<file path="src/sv/cbhs_pkg.sv">
// Shared package for the clamped bilinear height sampler.
// Widths, register indexes, read-select codes and the controller/datapath
// command and status structs. No dependencies.
`timescale 1ns / 1ps

package cbhs_pkg;

    localparam int TILE_SIDE_MAX = 256;
    localparam int MIN_SIDE      = 2;

    localparam int SIDE_W    = $clog2(TILE_SIDE_MAX + 1);
    localparam int COORD_W   = $clog2(TILE_SIDE_MAX);
    localparam int FRAC_W    = 16;
    localparam int HEIGHT_W  = 20;
    localparam int OUT_W     = 19;
    localparam int STORE_AW  = 16;
    localparam int STORE_DEPTH = 1 << STORE_AW;
    localparam int CFG_W     = 9;
    localparam int CFG_IDX_W = 1;

    // clamped position: integer coordinate above 16 fraction bits
    localparam int POS_W = COORD_W + FRAC_W;

    localparam int HALF_TEXEL = 1 << (FRAC_W - 1);

    // blend arithmetic
    localparam int TB_W  = HEIGHT_W + FRAC_W + 2;  // row blend, 22.16 style
    localparam int LO_W  = TB_W / 2;               // low slice of row difference
    localparam int HI_W  = TB_W - LO_W;
    localparam int MA_W  = HEIGHT_W + 2;           // multiplier operand A
    localparam int MP_W  = MA_W + FRAC_W + 1;      // multiplier product
    localparam int SUM_W = TB_W + FRAC_W;          // full blend, 32 fraction bits

    localparam logic [CFG_W-1:0] CFG_SIDE_RESET = CFG_W'(256);

    localparam logic [CFG_IDX_W-1:0] REG_TILE_WIDTH  = 1'b0;
    localparam logic [CFG_IDX_W-1:0] REG_TILE_HEIGHT = 1'b1;

    localparam logic CMD_LOAD   = 1'b0;
    localparam logic CMD_SAMPLE = 1'b1;

    typedef logic [1:0] cbhs_rdsel_t;

    localparam cbhs_rdsel_t RD_Y0X0 = 2'd0;
    localparam cbhs_rdsel_t RD_Y0X1 = 2'd1;
    localparam cbhs_rdsel_t RD_Y1X0 = 2'd2;
    localparam cbhs_rdsel_t RD_Y1X1 = 2'd3;

    typedef struct packed {
        logic        store_wr;   // write one height cell
        logic        take_item;  // latch position and flags of a sample request
        logic        base_en;    // row base addresses
        logic        rd_en;      // store read
        cbhs_rdsel_t rd_sel;
        logic        cap_c00;
        logic        mac_top;
        logic        cap_c10;
        logic        mac_bot;
        logic        diff_en;
        logic        mac_lo;
        logic        mac_hi;
        logic        out_load;   // load the result register
    } cbhs_cmd_t;

    typedef struct packed {
        logic sample_absent;     // tile missing or degenerate
    } cbhs_stat_t;

endpackage

</file>
<file path="src/sv/cbhs_ctrl.sv">
// Sequencing controller for the height sampler.
// Walks one sample request through address, read and blend steps; owns the
// handshakes. Depends on cbhs_pkg.
`timescale 1ns / 1ps

module cbhs_ctrl (
    input  logic                 clk,
    input  logic                 rst_n,
    input  logic                 in_valid,
    input  logic                 command,
    input  logic                 out_stall,
    input  cbhs_pkg::cbhs_stat_t stat,
    output logic                 in_stall,
    output logic                 out_valid,
    output cbhs_pkg::cbhs_cmd_t  cmd
);
    import cbhs_pkg::*;

    localparam logic [3:0] ST_IDLE = 4'd0;
    localparam logic [3:0] ST_BASE = 4'd1;
    localparam logic [3:0] ST_RD00 = 4'd2;
    localparam logic [3:0] ST_RD01 = 4'd3;
    localparam logic [3:0] ST_RD10 = 4'd4;
    localparam logic [3:0] ST_RD11 = 4'd5;
    localparam logic [3:0] ST_BOT  = 4'd6;
    localparam logic [3:0] ST_DIFF = 4'd7;
    localparam logic [3:0] ST_LO   = 4'd8;
    localparam logic [3:0] ST_HI   = 4'd9;
    localparam logic [3:0] ST_DONE = 4'd10;

    logic [3:0] state_reg;
    logic [3:0] state_next;
    logic       out_valid_reg;
    logic       out_valid_next;
    logic       out_free;

    assign out_free  = !out_valid_reg || !out_stall;
    assign in_stall  = (state_reg != ST_IDLE);
    assign out_valid = out_valid_reg;

    always_comb
    begin
        state_next = state_reg;
        cmd        = '0;
        case (state_reg)
            ST_IDLE:
            begin
                if (in_valid)
                begin
                    if (command == CMD_SAMPLE)
                    begin
                        cmd.take_item = 1'b1;
                        state_next    = stat.sample_absent ? ST_DONE : ST_BASE;
                    end
                    else
                    begin
                        cmd.store_wr = 1'b1;
                    end
                end
            end
            ST_BASE:
            begin
                cmd.base_en = 1'b1;
                state_next  = ST_RD00;
            end
            ST_RD00:
            begin
                cmd.rd_en  = 1'b1;
                cmd.rd_sel = RD_Y0X0;
                state_next = ST_RD01;
            end
            ST_RD01:
            begin
                cmd.rd_en   = 1'b1;
                cmd.rd_sel  = RD_Y0X1;
                cmd.cap_c00 = 1'b1;
                state_next  = ST_RD10;
            end
            ST_RD10:
            begin
                cmd.rd_en   = 1'b1;
                cmd.rd_sel  = RD_Y1X0;
                cmd.mac_top = 1'b1;
                state_next  = ST_RD11;
            end
            ST_RD11:
            begin
                cmd.rd_en   = 1'b1;
                cmd.rd_sel  = RD_Y1X1;
                cmd.cap_c10 = 1'b1;
                state_next  = ST_BOT;
            end
            ST_BOT:
            begin
                cmd.mac_bot = 1'b1;
                state_next  = ST_DIFF;
            end
            ST_DIFF:
            begin
                cmd.diff_en = 1'b1;
                state_next  = ST_LO;
            end
            ST_LO:
            begin
                cmd.mac_lo = 1'b1;
                state_next = ST_HI;
            end
            ST_HI:
            begin
                cmd.mac_hi = 1'b1;
                state_next = ST_DONE;
            end
            ST_DONE:
            begin
                if (out_free)
                begin
                    cmd.out_load = 1'b1;
                    state_next   = ST_IDLE;
                end
            end
            default:
            begin
                state_next = ST_IDLE;
            end
        endcase
    end

    always_comb
    begin
        if (cmd.out_load)
        begin
            out_valid_next = 1'b1;
        end
        else if (out_valid_reg && !out_stall)
        begin
            out_valid_next = 1'b0;
        end
        else
        begin
            out_valid_next = out_valid_reg;
        end
    end

    always_ff @(posedge clk or negedge rst_n)
    begin
        if (!rst_n)
        begin
            state_reg     <= ST_IDLE;
            out_valid_reg <= 1'b0;
        end
        else
        begin
            state_reg     <= state_next;
            out_valid_reg <= out_valid_next;
        end
    end

endmodule

</file>
<file path="config.mk">
export PLATFORM = sky130hd
export DESIGN_NAME = cbhs_ctrl
export DESIGN_NICKNAME = d
export VERILOG_FILES = /design/src/sv/cbhs_pkg.sv /design/src/sv/cbhs_ctrl.sv
export SDC_FILE = /design/constraint.sdc
export NUM_CORES = 1
export LEC_CHECK = 0
export BUFFER_PORTS_ARGS = -buffer_cell sky130_fd_sc_hd__clkbuf_2
export CELL_PAD_IN_SITES_DETAIL_PLACEMENT = 1
export CELL_PAD_IN_SITES_GLOBAL_PLACEMENT = 1
export CORE_MARGIN = 2
export CORE_UTILIZATION = 29
export CTS_CLUSTER_SIZE = 28
export DETAILED_ROUTE_END_ITERATION = 16
export PLACE_DENSITY = 0.85
export SLEW_MARGIN = 30
export SYNTH_ARGS = -nofsm -noshare
export SYNTH_HDL_FRONTEND = slang
export SYNTH_SLANG_ARGS = --single-unit
</file>
<file path="constraint.sdc">
create_clock -name clk -period 2.2 [get_ports clk]
set_input_delay 0 -clock clk [delete_from_list [all_inputs] [get_ports clk]]
set_output_delay 0 -clock clk [all_outputs]
set_load 0.02 [all_outputs]
</file>
==> impl_metrics.toml <==
[worst_setup_path]
rrSetupSlack_ns = 0.75
required_ns = 2.20
worst_setup_path_start_kind = "flop"
cp_max_fo = 12
rr_worst_depth = 4
worst_ep_arrival_time_ns = 1.60
r2r_start = "state_reg[2]"
endpoint_kind = "output pin"
critical_path_class = "reg -> out"
r2r_end = "state_reg[0]"

[timing]
final_hold_viol_count = 0
finalClockSkew_ns = 0.00337
timing.hold.ws_ns = 0.0102
tightest_slew_ns = 0.354
fmaxAchievable_ghz = 0.624
fin_crit_ns = 1.60
rsz0062_at_grt = "no"
finalSetupViolations = 0
slew_viol_final = 0
relSlewSlack = 0.764
setup_tns_ns = 0
fin_crit_sh = 0.729

[floorplan]
core_um2 = 1270
start_util = 0.307
fp.dieW_um = 40.6
die_h_um = 40.6
io_pins = 22
rows = 13
die_area_um2 = 1650

[clocking]
path_clk_slew_ns = 0.04
ctsResizeCount = 0
cts_root_buf = "clkbuf_4"
cts.sinks = 5
cts_buffers = 3
cts.htree.levels = 1
cts_tree = "done"
clock_latency_ns = 0.24
clockBufferDepth = 2

[place]
dp.cells = 84
post-dp-hpwl_um = 826
gp_congestion = 0.684
port_buffers = 21

[flow_run]
drv_cap = 0

[worst_hold_path]
hp-class = "in -> reg"
whs_endpoint = "out_valid"
min-delay-start = "out_stall"
holdPathStages = 3

[pwr]
ir_worst_vdd_v = 0.000550
p_leak_uw = 0.000280
powerDensity_nw_per_um2 = 1630
power_uw = 869

[synth]
synth_area_leaders = "dfrtp_1, nor2_1, a21oi_1"
synth_top_family_by_area = "simple AND/OR/NAND/NOR gates"
synthSimpleGateAreaFrac = 0.331
yosys.area.top_type_share = 0.322
async_flop_share = 1.00
synth_compound_area_frac = 0.212
synth_area_um2 = 389
syn-num-nets = 59
yosysMostFrequentCell = "nor2_1"
synthFlopType = "dfrtp_1"
netlist_top_cells_count = "nor2_1, a21oi_1, dfrtp_1, nand2_1, nor3_1"
synth_area_per_cell_um2 = 7.34
netlist_instances = 53
synthMuxAreaShare = 0
ys_seq_area_frac = 0.322
synth_top_area_cell = "dfrtp_1"
synthAdderAreaFrac = 0
ys_seq_elements = 5
synth_edf_count = 0
synth_xor_area_frac = 0.0450
yosys_warnings = 0
synthDistinctLibCells = 21

[drt]
wire_per_inst_um = 11.2
drtIter0Drc = 2
drt_pass1_iterations = 2
vias = 428
ant_nets = 0
drt-vias-per-instance = 4.76
finalWirelength_um = 1000
route.detailed.drc = 0

[final_layout]
synthToLayoutAreaGrowth_pct = 36.7
diodes = 0
finalNonFillerCells = 90
post-route-util = 0.419
drive_gt1_frac = 0.347
final_nets = 82
largest_reg_flops = 4

[grt]
track_usage = 0.133
grt_pass1_wl_um = 1380
antenna_found_initial = 0
grt_pass1_vias = 349
grt_overflow_total = 0
grt_max_degree = 13

[outcome]
outcome = "complete, no violations"
==> critical path, cell delays in order, from the launching register on <==
cell      delay, ns
dfrtp_1        0.49
nand2b_1       0.24
or2_2          0.34
a21oi_1        0.12
clkbuf_2       0.18
==> power breakdown <==
group / internal, uW / switching (uW) / total (uW)
combinational: 205 / 318 / 523
sequential: 137 / 104 / 241
clock: 68.5 / 36.1 / 105
total: 411 / 458 / 869
==> metal layers <==
metal / up-vias / global-route usage / part of all wire
li1: 224 / - / -
met1: 193 / 0.127 / 0.40
met2: 11 / 0.242 / 0.56
met3: 0 / 0.0163 / 0.043
met4: 0 / 0.125 / 0
met5: - / 0 / 0
==> layout make-up <==
class / instances / area [um2]
clock buffer: 4 / 26.3
fill: 175 / 737
inverter: 2 / 7.51
multi-input combinational: 41 / 229
sequential: 5 / 125
tap: 15 / 18.8
timing repair buffer: 23 / 125
==> per-stage QoR <==
stage | setup WS [ns] | cell area, um2
4_1_cts | 0.583 | 532
3_5_place_dp | 0.767 | 485
5_1_grt | 0.484 | 532
3_3_place_gp | 0.769 | 485
2_1_floorplan | 0.791 | 389
6_report | 0.596 | 532
==> placed cells by master, fill, tap and decap left out <==
| cell type | n |
|---|---|
| o21a_1 | 1 |
| a21oi_2 | 1 |
| a21o_1 | 2 |
| and4_1 | 1 |
| nor3b_1 | 1 |
| a2111oi_1 | 1 |
| o31ai_1 | 1 |
| xor2_1 | 1 |
| clkbuf_4 | 3 |
| dfrtp_1 | 5 |
| xnor2_1 | 1 |
| a21oi_1 | 5 |
| o22a_1 | 1 |
| nand2b_1 | 3 |
| clkbuf_2 | 21 |
| nor2_1 | 10 |
| inv_1 | 2 |
| and2_1 | 1 |
| nand2_1 | 5 |
| or2_2 | 1 |
| nor3_1 | 5 |
| dlygate4sd3_1 | 2 |
| clkbuf_1 | 1 |
==> repair_timing <==
action,in CTS,in global routing
buffers inserted,0,0
hold endpoints to repair,6,0
hold buffers,2,0
setup endpoints to repair,0,0
==> worst max path at each step <==
stage | startpoint | endpoint | slack, ns
CTS | state_reg[2] | cmd[0] | 0.58
floorplan | state_reg[1] | cmd[13] | 0.79
global route | state_reg[2] | cmd[0] | 0.48
global placement | state_reg[2] | state_reg[0] | 0.77
finish | state_reg[2] | cmd[0] | 0.60
detailed placement | state_reg[2] | state_reg[0] | 0.77
==> kinds of logic after synthesis <==
family                    after synthesis
buffers and inverters                   7
DFF                                     5
and+or+nand+nor                        27
xor gates and xnor gates                2
AOI/OAI and AO/OA                      12
Note: power is estimated with default switching activity, not from simulation.
